[src/sv/b64e_pkg.sv]
// Shared types, constants and the alphabet function for the base64 stream encoder.
package b64e_pkg;

    localparam int FIFO_DEPTH = 2;
    localparam int FIFO_PTR_W = (FIFO_DEPTH > 1) ? $clog2(FIFO_DEPTH) : 1;
    localparam int FIFO_CNT_W = $clog2(FIFO_DEPTH + 1);

    localparam logic [6:0] PAD_CHAR   = 7'h3D;
    localparam logic [6:0] PLUS_CHAR  = 7'h2B;
    localparam logic [6:0] SLASH_CHAR = 7'h2F;
    localparam logic [6:0] UPPER_OFS  = 7'd65;
    localparam logic [6:0] LOWER_OFS  = 7'd71;
    localparam logic [6:0] DIGIT_SUB  = 7'd4;

    typedef enum logic [1:0] {
        PHASE_0,
        PHASE_1,
        PHASE_2
    } b64e_phase_t;

    // Up to four characters produced by one input item.
    typedef struct packed {
        logic [3:0][5:0] sextet;
        logic [3:0]      pad;
        logic [1:0]      last_idx;
        logic            eot;
    } b64e_group_t;

    function automatic logic [6:0] sextet_char(input logic [5:0] v);
        logic [6:0] r;
        if (v < 6'd26)
            r = {1'b0, v} + UPPER_OFS;
        else if (v < 6'd52)
            r = {1'b0, v} + LOWER_OFS;
        else if (v < 6'd62)
            r = {1'b0, v} - DIGIT_SUB;
        else if (v == 6'd62)
            r = PLUS_CHAR;
        else
            r = SLASH_CHAR;
        return r;
    endfunction

endpackage

[src/sv/b64e_front.sv]
// Front end: accepts bytes, tracks phase and leftover bits, builds character groups.
module b64e_front
    import b64e_pkg::*;
(
    input  logic        clk,
    input  logic        rst_n,
    input  logic        byte_valid,
    output logic        byte_ready,
    input  logic [7:0]  data_byte,
    input  logic        final_byte,
    input  logic        fifo_full,
    output logic        push,
    output b64e_group_t group
);

    b64e_phase_t phase_reg, phase_next;
    logic [3:0]  lo_reg, lo_next;
    b64e_phase_t ph_mid;
    logic [3:0]  lo_mid;
    logic        accept;

    assign byte_ready = !fifo_full;
    assign accept     = byte_valid && !fifo_full;
    assign push       = accept;

    always_comb
    begin
        group      = '0;
        ph_mid     = PHASE_0;
        lo_mid     = '0;
        unique case (phase_reg)
            PHASE_1:
            begin
                group.sextet[0] = {lo_reg[1:0], data_byte[7:4]};
                group.last_idx  = 2'd0;
                lo_mid          = data_byte[3:0];
                ph_mid          = PHASE_2;
            end
            PHASE_2:
            begin
                group.sextet[0] = {lo_reg[3:0], data_byte[7:6]};
                group.sextet[1] = data_byte[5:0];
                group.last_idx  = 2'd1;
                lo_mid          = '0;
                ph_mid          = PHASE_0;
            end
            default:
            begin
                group.sextet[0] = data_byte[7:2];
                group.last_idx  = 2'd0;
                lo_mid          = {2'b00, data_byte[1:0]};
                ph_mid          = PHASE_1;
            end
        endcase

        phase_next = ph_mid;
        lo_next    = lo_mid;
        if (final_byte)
        begin
            group.eot = 1'b1;
            if (ph_mid == PHASE_1)
            begin
                group.sextet[1] = {lo_mid[1:0], 4'b0000};
                group.pad[2]    = 1'b1;
                group.pad[3]    = 1'b1;
                group.last_idx  = 2'd3;
            end
            else if (ph_mid == PHASE_2)
            begin
                group.sextet[1] = {lo_mid, 2'b00};
                group.pad[2]    = 1'b1;
                group.last_idx  = 2'd2;
            end
            phase_next = PHASE_0;
            lo_next    = '0;
        end
    end

    always_ff @(posedge clk or negedge rst_n)
    begin
        if (!rst_n)
        begin
            phase_reg <= PHASE_0;
            lo_reg    <= '0;
        end
        else if (accept)
        begin
            phase_reg <= phase_next;
            lo_reg    <= lo_next;
        end
    end

`ifndef SYNTH
    a_final_restarts: assert property (@(posedge clk) disable iff (!rst_n)
        accept && final_byte |=> phase_reg == PHASE_0 && lo_reg == 4'd0)
        else $error("phase not cleared after final item");
`endif

endmodule

[src/sv/b64e_fifo.sv]
// Short queue of character groups between front and back ends.
module b64e_fifo
    import b64e_pkg::*;
(
    input  logic        clk,
    input  logic        rst_n,
    input  logic        push,
    input  b64e_group_t push_data,
    input  logic        pop,
    output b64e_group_t head,
    output logic        empty,
    output logic        full
);

    b64e_group_t                 entry_reg [FIFO_DEPTH];
    logic [FIFO_PTR_W-1:0]       wr_ptr_reg, wr_ptr_next;
    logic [FIFO_PTR_W-1:0]       rd_ptr_reg, rd_ptr_next;
    logic [FIFO_CNT_W-1:0]       count_reg, count_next;
    logic                        do_push, do_pop;

    assign empty   = (count_reg == '0);
    assign full    = (count_reg == FIFO_CNT_W'(FIFO_DEPTH));
    assign do_push = push && !full;
    assign do_pop  = pop && !empty;
    assign head    = entry_reg[rd_ptr_reg];

    always_comb
    begin
        wr_ptr_next = wr_ptr_reg;
        rd_ptr_next = rd_ptr_reg;
        if (do_push)
            wr_ptr_next = (wr_ptr_reg == FIFO_PTR_W'(FIFO_DEPTH - 1)) ? '0 : wr_ptr_reg + 1'b1;
        if (do_pop)
            rd_ptr_next = (rd_ptr_reg == FIFO_PTR_W'(FIFO_DEPTH - 1)) ? '0 : rd_ptr_reg + 1'b1;
        count_next = count_reg + FIFO_CNT_W'(do_push) - FIFO_CNT_W'(do_pop);
    end

    always_ff @(posedge clk or negedge rst_n)
    begin
        if (!rst_n)
        begin
            wr_ptr_reg <= '0;
            rd_ptr_reg <= '0;
            count_reg  <= '0;
        end
        else
        begin
            wr_ptr_reg <= wr_ptr_next;
            rd_ptr_reg <= rd_ptr_next;
            count_reg  <= count_next;
        end
    end

    always_ff @(posedge clk)
    begin
        if (do_push)
            entry_reg[wr_ptr_reg] <= push_data;
    end

`ifndef SYNTH
    a_no_overflow: assert property (@(posedge clk) disable iff (!rst_n)
        push |-> !full)
        else $error("push into full queue");
`endif

endmodule

[src/sv/b64e_back.sv]
// Back end: serialises queued groups into one registered character per cycle while char_ready does not stall it.
module b64e_back
    import b64e_pkg::*;
(
    input  logic        clk,
    input  logic        rst_n,
    input  b64e_group_t head,
    input  logic        empty,
    output logic        pop,
    output logic        char_valid,
    input  logic        char_ready,
    output logic [6:0]  out_char,
    output logic        end_of_text
);

    logic [1:0] idx_reg, idx_next;
    logic       valid_reg, valid_next;
    logic [6:0] char_reg;
    logic       eot_reg;
    logic       load, take, last;
    logic [6:0] cur_char;

    assign load     = !valid_reg || char_ready;
    assign take     = load && !empty;
    assign last     = (idx_reg == head.last_idx);
    assign pop      = take && last;
    assign cur_char = head.pad[idx_reg] ? PAD_CHAR : sextet_char(head.sextet[idx_reg]);

    always_comb
    begin
        idx_next   = idx_reg;
        valid_next = valid_reg;
        if (load)
            valid_next = !empty;
        if (take)
            idx_next = last ? 2'd0 : idx_reg + 2'd1;
    end

    always_ff @(posedge clk or negedge rst_n)
    begin
        if (!rst_n)
        begin
            idx_reg   <= '0;
            valid_reg <= 1'b0;
        end
        else
        begin
            idx_reg   <= idx_next;
            valid_reg <= valid_next;
        end
    end

    always_ff @(posedge clk)
    begin
        if (take)
        begin
            char_reg <= cur_char;
            eot_reg  <= last && head.eot;
        end
    end

    assign char_valid  = valid_reg;
    assign out_char    = char_reg;
    assign end_of_text = eot_reg;

`ifndef SYNTH
    a_idx_in_group: assert property (@(posedge clk) disable iff (!rst_n)
        !empty |-> idx_reg <= head.last_idx)
        else $error("character index beyond group");
    a_idle_idx: assert property (@(posedge clk) disable iff (!rst_n)
        empty |-> idx_reg == 2'd0)
        else $error("index not reset with empty queue");
`endif

endmodule

[src/sv/base64_stream_encoder.sv]
// Top level of the base64 stream encoder: front end, group queue, back end.
// A byte's group is registered in the queue, then its first character in the output register.
// Throughput: one character per cycle from the back end while char_ready does not stall it and the
// queue is not empty; a byte gives one or two characters and a final byte up to four.
// The two-entry group queue lets the front end take bytes while characters drain.
// Reset (rst_n low, asynchronous) empties the queue and output and clears phase and leftover bits.
module base64_stream_encoder
    import b64e_pkg::*;
(
    input  logic       clk,
    input  logic       rst_n,
    input  logic       byte_valid,
    output logic       byte_ready,
    input  logic [7:0] data_byte,
    input  logic       final_byte,
    output logic       char_valid,
    input  logic       char_ready,
    output logic [6:0] out_char,
    output logic       end_of_text
);

    b64e_group_t group;
    b64e_group_t head;
    logic        push, pop, empty, full;

    b64e_front u_front (
        .clk        (clk),
        .rst_n      (rst_n),
        .byte_valid (byte_valid),
        .byte_ready (byte_ready),
        .data_byte  (data_byte),
        .final_byte (final_byte),
        .fifo_full  (full),
        .push       (push),
        .group      (group)
    );

    b64e_fifo u_fifo (
        .clk       (clk),
        .rst_n     (rst_n),
        .push      (push),
        .push_data (group),
        .pop       (pop),
        .head      (head),
        .empty     (empty),
        .full      (full)
    );

    b64e_back u_back (
        .clk         (clk),
        .rst_n       (rst_n),
        .head        (head),
        .empty       (empty),
        .pop         (pop),
        .char_valid  (char_valid),
        .char_ready  (char_ready),
        .out_char    (out_char),
        .end_of_text (end_of_text)
    );

endmodule

[config.mk]
export PLATFORM = sky130hd
export DESIGN_NAME = base64_stream_encoder
export DESIGN_NICKNAME = d
export VERILOG_FILES = /design/src/sv/b64e_pkg.sv /design/src/sv/b64e_front.sv /design/src/sv/b64e_fifo.sv /design/src/sv/b64e_back.sv /design/src/sv/base64_stream_encoder.sv
export SDC_FILE = /design/constraint.sdc
export NUM_CORES = 1
export LEC_CHECK = 0
export ABC_AREA = 1
export BUFFER_PORTS_ARGS = -buffer_cell sky130_fd_sc_hd__buf_2
export CAP_MARGIN = 10
export CORE_MARGIN = 1
export CORE_UTILIZATION = 55
export DETAILED_ROUTE_END_ITERATION = 8
export HOLD_SLACK_MARGIN = 0.06
export PLACE_DENSITY = 0.74
export SKIP_LAST_GASP = 1
export SLEW_MARGIN = 20
export SYNTH_ARGS = -nofsm -noshare
export SYNTH_HDL_FRONTEND = slang
export SYNTH_SLANG_ARGS = --single-unit
[constraint.sdc]
create_clock -name clk -period 3.79 [get_ports clk]
set_input_delay 0.9475 -clock clk [delete_from_list [all_inputs] [get_ports clk]]
set_output_delay 0.9475 -clock clk [all_outputs]
set_load 0.05 [all_outputs]
## Word level (Yosys, flattened, before mapping)

Memory sizes are Yosys's and may differ from the RTL's.
Cells that the tools add are included.

- $add $sub $neg: 8
- $mul: 0
- Divide/modulo/power cells: 0
- Magnitude comparators: 4
- Equality and inequality tests: 7
- Shifts and indexed selects: 0
- Muxes and demuxes: 30
- Bitwise logic cells: 0
- Reduce and logical (&&, ||, !) cells: 11

Operators with widths:

| operator | count |
|---|---|
| 6-bit two-way mux | 5 |
| 7-bit two-way mux | 3 |
| 6-bit by 7-bit adder with 7-bit output (second input constant) | 2 |
| 6-bit binary-select mux with 2-bit select | 1 |
| 6-bit less-than comparator (second input constant) | 2 |
| 6-bit one-hot mux with 2 select lines | 1 |
| 2-bit two-way mux | 5 |
| 1-bit two-way mux | 9 |
| 4-bit one-hot mux with 2 select lines | 1 |
| 6-bit by 3-bit subtractor with 7-bit output (second input constant) | 1 |
| 2-bit equality test (second input constant) | 3 |
| 6-bit equality test (second input constant) | 1 |
| 1-bit logical AND | 6 |
| 6-bit by 5-bit less-than comparator with 1-bit output (second input constant) | 1 |
| 3-bit two-way mux | 2 |
| 2-bit by 1-bit equality test with 1-bit output (second input constant) | 2 |
| 4-bit two-way mux | 1 |
| 2-bit one-hot mux with 2 select lines | 1 |
| 1-bit logical NOT | 3 |
| 2-bit by 3-bit less-than comparator with 1-bit output (second input constant) | 1 |
| 1-bit adder (second input constant) | 2 |
| 2-bit by 1-bit adder with 2-bit output | 1 |
| 2-bit by 1-bit adder with 2-bit output (second input constant) | 1 |
| 1-bit binary-select mux with 2-bit select | 1 |
| 4 further kinds | 4 |

- Register bits: 21
- Latch bits: 0
- Memory bits (writable): 34
- Bits in read-only memories: 0
- Output and inout port bits: 10
- Word-level logic and storage cells: 70
- Memories kept: 1

Memory list:

| name | words | bits a word | rd ports | clocked after memory_dff | wr ports | line | source |
|---|---|---|---|---|---|---|---|
| u_fifo.entry_reg | 2 | 17 | 1 | 0 | 1 | b64e_fifo.sv:15 | `b64e_group_t entry_reg [FIFO_DEPTH];` |

## Logic depth before layout (Yosys ltp)

An unclocked memory read counts as a cell.

- Depth in word-level cells: 8
- Depth in mapped cells: 17
- Gate-level depth less buffers: 15

## Cells and area by module

Synthesis repeated with hierarchy kept, for this count alone.

- Cells, all modules: 486
- Area, all modules: 4,550.6 µm²

By module, submodules not included:

| module | instances | cells each | area each (µm²) | sequential area each (µm²) |
|---|---|---|---|---|
| b64e_fifo | 1 | 196 | 2,572.5 | 1,961.9 |
| b64e_back | 1 | 178 | 1,257.5 | 315.3 |
| b64e_front | 1 | 112 | 720.7 | 150.1 |

## Worst setup path after synthesis

Ideal clock, no wire load.

- Kind: input -> register
- Start point: in byte_valid
- End point: mem u_fifo.entry_reg[1][0] (netlist name), enable pin
- Library setup time: 390 ps
- Arrival: 1,816 ps
- Setup slack: 1,584 ps
- Cell stages on the path: 2
- Buffers on the path: 0
- Cells stage by stage: nand2_1 -> nor2_1

- Longest elaborated chain between the ends: 4

Ends and longest elaborated chain:

| what | line | source |
|---|---|---|
| from (decl) | base64_stream_encoder.sv:12 | `input logic byte_valid,` |
| 1-bit logical AND | b64e_front.sv:23 | `assign accept = byte_valid && !fifo_full;` |
| 1-bit logical AND | b64e_fifo.sv:23 | `assign do_push = push && !full;` |
| 1-bit two-way mux | b64e_fifo.sv:56 | `if (do_push)` |
| 1-bit two-way mux (implied by the code) | b64e_fifo.sv:57 | `entry_reg[wr_ptr_reg] <= push_data;` |
| to (decl) | b64e_fifo.sv:15 |  |

Every way passes these cells.

## Final worst setup path

- Start point: reg u_fifo.rd_ptr_reg
- End point: reg u_back.char_reg[4] (netlist: u_back.out_char[4]) (data pin)

- Longest elaborated chain between the ends: 7

Ends and longest elaborated chain:

| what | line | source |
|---|---|---|
| from (decl) | b64e_fifo.sv:17 | `logic [FIFO_PTR_W-1:0] rd_ptr_reg, rd_ptr_next;` |
| from (signal assigned) | b64e_fifo.sv:49 | `rd_ptr_reg <= rd_ptr_next;` |
| memory read 2 x 17 bit * | -- |  |
| 6-bit binary-select mux with 2-bit select | b64e_back.sv:27 | `assign cur_char = head.pad[idx_reg] ? PAD_CHAR : sextet_char(head.sextet[idx_reg]);` |
| 6-bit two-way mux (implied by the code) | b64e_back.sv:27 |  |
| 6-bit by 3-bit subtractor with 7-bit output / 6-bit less-than comparator (equally long branches) | b64e_pkg.sv:36, b64e_pkg.sv:35 |  |
| 7-bit two-way mux | b64e_pkg.sv:35 | `else if (v < 6'd62)` |
| 7-bit two-way mux | b64e_pkg.sv:33 | `else if (v < 6'd52)` |
| 7-bit two-way mux | b64e_pkg.sv:31 | `if (v < 6'd26)` |
| to (signal assigned) | b64e_back.sv:57 | `char_reg <= cur_char;` |
| to (decl) | b64e_back.sv:18 | `logic [6:0] char_reg;` |

Every way passes the cells marked *; elsewhere a longest branch is shown, timed or not. The select of a mux whose other input is x is not followed.
A chain may end at the register's enable or synchronous reset.

==> impl_metrics.py <==
metrics = {
    "power_and_ir_drop": {
        "p_total_mw": 2.952,
        "share_seq_of_total_power_pct": 35.6,
        "combPwrFrac_pct": 54.0,
        "power.leakage_nw": 1.398,
        "p_int_mw": 1.553,
        "switching_share_pct": 47.40,
        "power_density_nw_per_um2": 947.4,
        "p_switching_mw": 1.399,
        "power_frac_clock_pct": 10.4,
        "max-vdd-ir-drop_v": 0.0003982,
    },
    "cells_and_area": {
        "stdcell_count": 410,
        "nNetsFinal": 366,
        "drive_gt1_share_pct": 13.99,
        "antenna_cells": 0,
        "largest_reg_flops": 32,
        "syn_to_final_growth_pct": 8.639,
    },
    "logic_synthesis": {
        "synth-seq-cells": 53,
        "synth_cell_types": 33,
        "synth_nets": 340,
        "synth_async_sr_flop_share_pct": 24.53,
        "ys_warn_count": 0,
        "syn_area_per_cell_um2": 9.075,
        "syn_area_um2": 2868,
        "ys_seq_area_share_pct": 53.23,
        "synth_cells": 316,
        "synth_ff_type": "edfxtp_1",
        "synth-edff-count": 40,
    },
    "worst_setup_path": {
        "rr_endpoint": "u_back.out_char[4]$_SDFFCE_PP1N_",
        "regToRegStartpoint": "u_fifo.rd_ptr_reg$_DFFE_PN0P_",
        "end_kind": "register",
        "crit_path_max_fanout": 18,
        "reg2reg_slack_ps": 1260,
        "ff2ff_path_depth": 11,
        "required_ps": 3840,
        "crit_arrival_ps": 2580,
        "critPathLaunchType": "register",
        "criticalPathCategory": "reg2reg",
    },
    "sta": {
        "slew-limit-headroom_pct": 55.03,
        "worst_pin_slew_ps": 674.6,
        "final-setup-viol-count": 0,
        "finalMaxSlewViolations": 0,
        "max_freq_mhz": 395.7,
        "finClkSkew_ps": 2.976,
        "rsz0062_at_grt": "no",
        "holdWs_ps": 495.1,
        "fin_crit_ps": 2527,
        "finalCritPeriodShare_pct": 66.67,
        "hold_violations": 0,
        "tns_ps": 0,
    },
    "route": {
        "drt_wl_total_mm": 5.355,
        "dr.pass1.iters": 4,
        "vias": 2123,
        "post_drt_wl_per_cell_um": 13.06,
        "first_iter_violations": 146,
        "avgViaCountPerCell": 5.178,
        "drc": 0,
        "antenna_left": 0,
    },
    "clock_network": {
        "clockBufferDepth": 2,
        "ctsResizeCount": 0,
        "insertion_delay_ps": 300,
        "cts_tree": "built",
        "postCtsHoldBufs": 0,
        "cts_max_level": 2,
        "cts_inserted_buffers": 5,
        "cts_num_sinks": 53,
        "root_buffer": "clkbuf_8",
        "clkTransAtPathRegs_ps": 90,
        "post_cts.repair.setup_buffers": 0,
    },
    "grt": {
        "antenna_found_initial": 0,
        "grt_usage_pct": 22.76,
        "first_global_vias": 2063,
        "grt_start_max_net_pins": 19,
        "grt_pass1_wl_mm": 9.246,
        "grt.overflow.total": 0,
    },
    "die": {
        "initial_core_util_pct": 58.77,
        "dieArea_um2": 5507,
        "rows": 25,
        "ios": 23,
        "fp.dieH_um": 74.21,
        "die_w_um": 74.21,
        "core_area_um2": 4880,
    },
    "job": {
        "max_cap_violations": 0,
    },
    "min_path": {
        "hold_depth": 2,
        "hp-class": "reg2reg",
        "hp-start": "u_front.lo_reg[3]$_DFFE_PN0P_",
        "hold_end": "u_front.lo_reg[3]$_DFFE_PN0P_",
    },
    "place": {
        "gp_congestion": 0.8865,
        "port-buffer-count": 22,
        "dp.cells": 402,
        "hpwl_mm": 4.225,
    },
    "outcome": {
        "run_status": "completed",
    },
}
[metal layers]
metal	vias to the layer above	wire (um)	track usage (%)
li1	1083	-	-
met5	-	0	0
met1	964	2335	28.96
met3	14	223	3.659
met4	0	133	10.69
met2	62	2663	38.38
[worst max-delay path: stages (launching register included)]
cell,delay [ps]
dfrtp_1,780
inv_6,130
nand2_1,100
nand3_1,60
nand3_1,220
inv_1,140
ha_1,270
a21oi_1,200
xnor2_1,140
o21ai_0,90
nand2_1,70
o211ai_1,70
[cell usage after synthesis, types with 3 or more instances]
cell type | instances | share of area, %
ha_1 | 11 | 4.8
nor2_1 | 24 | 3.1
xnor2_1 | 4 | 1.2
inv_1 | 41 | 5.4
a21oi_1 | 9 | 1.6
dfrtp_1 | 13 | 11
xor2_1 | 7 | 2.1
o211ai_1 | 4 | 1.0
o22ai_1 | 5 | 1.1
nand3_1 | 22 | 3.8
inv_2 | 4 | 0.52
edfxtp_1 | 40 | 42
nand2_1 | 89 | 12
nor2_2 | 3 | 0.65
nand2_2 | 4 | 0.87
o21ai_0 | 15 | 2.6
[worst max-delay path by stage]
stage	slack (ps)	end	start
2_1_floorplan	1580	u_fifo.entry_reg[1][0]$_DFFE_PP_	byte_valid
3_3_place_gp	1350	u_back.out_char[4]$_SDFFCE_PP1N_	u_fifo.rd_ptr_reg$_DFFE_PN0P_
3_5_place_dp	1290	u_back.out_char[4]$_SDFFCE_PP1N_	u_fifo.rd_ptr_reg$_DFFE_PN0P_
4_1_cts	1270	u_back.out_char[4]$_SDFFCE_PP1N_	u_fifo.rd_ptr_reg$_DFFE_PN0P_
5_1_grt	1000	u_back.out_char[4]$_SDFFCE_PP1N_	u_fifo.rd_ptr_reg$_DFFE_PN0P_
6_report	1260	u_back.out_char[4]$_SDFFCE_PP1N_	u_fifo.rd_ptr_reg$_DFFE_PN0P_
[layout by cell type, fill, tap and decap left out, types with 2 or more instances in the layout]
master / n
nand2_2: 4
inv_2: 4
o22ai_1: 5
o21ai_0: 15
nand3_2: 2
o211ai_1: 4
nand3_1: 22
nor3_1: 2
edfxtp_1: 40
a21oi_1: 9
ha_1: 11
nor2_1: 24
buf_2: 22
nand2_1: 89
o21ai_1: 2
xor2_1: 7
nor2_2: 3
xnor2_1: 4
buf_4: 2
inv_1: 41
clkbuf_8: 5
clkinvlp_4: 2
dfrtp_1: 13
[stage by stage]
stage          util [%]  setup WS (ps)  instance area [um2]
2_1_floorplan         -           1584                 2868
3_3_place_gp      62.05           1347                 3028
3_5_place_dp      62.05           1290                 3028
4_1_cts           63.85           1273                 3115
5_1_grt           63.85          997.6                 3115
6_report          63.85           1263                 3115
[final cells by class]
| class | instances | area, um2 |
|---|---|---|
| fillers | 428 | 1764 |
| flip-flops and latches | 53 | 1526 |
| multi-input cells | 210 | 1105 |
| inverters | 48 | 187.7 |
| repair buffers | 24 | 125.1 |
| well taps | 67 | 83.83 |
| clock buffers | 6 | 72.57 |
| clock inverters | 2 | 15.01 |
[power groups by stage]
stage	clock network, mW	registers (mW)	logic, mW
floorplan	0	1.18	1.17
global placement	0	1.06	1.56
detailed placement	0	1.07	1.60
CTS	0.315	1.05	1.60
global route	0.332	1.08	1.82
finish	0.307	1.05	1.59
[kinds of logic (layout without fill, tap and decap cells)]
kind of cell    after synthesis  in the layout  share of synthesized area, %
simple gates                150            150                         22.82
fa+ha+maj                    11             11                         4.799
buf+inv                      53             80                         8.246
mux                           1              1                        0.3491
xor+xnor                     11             11                         3.359
flops                        53             53                         53.23
compound gates               37             37                         7.199
No activity file was read; power rests on OpenSTA's default activity.
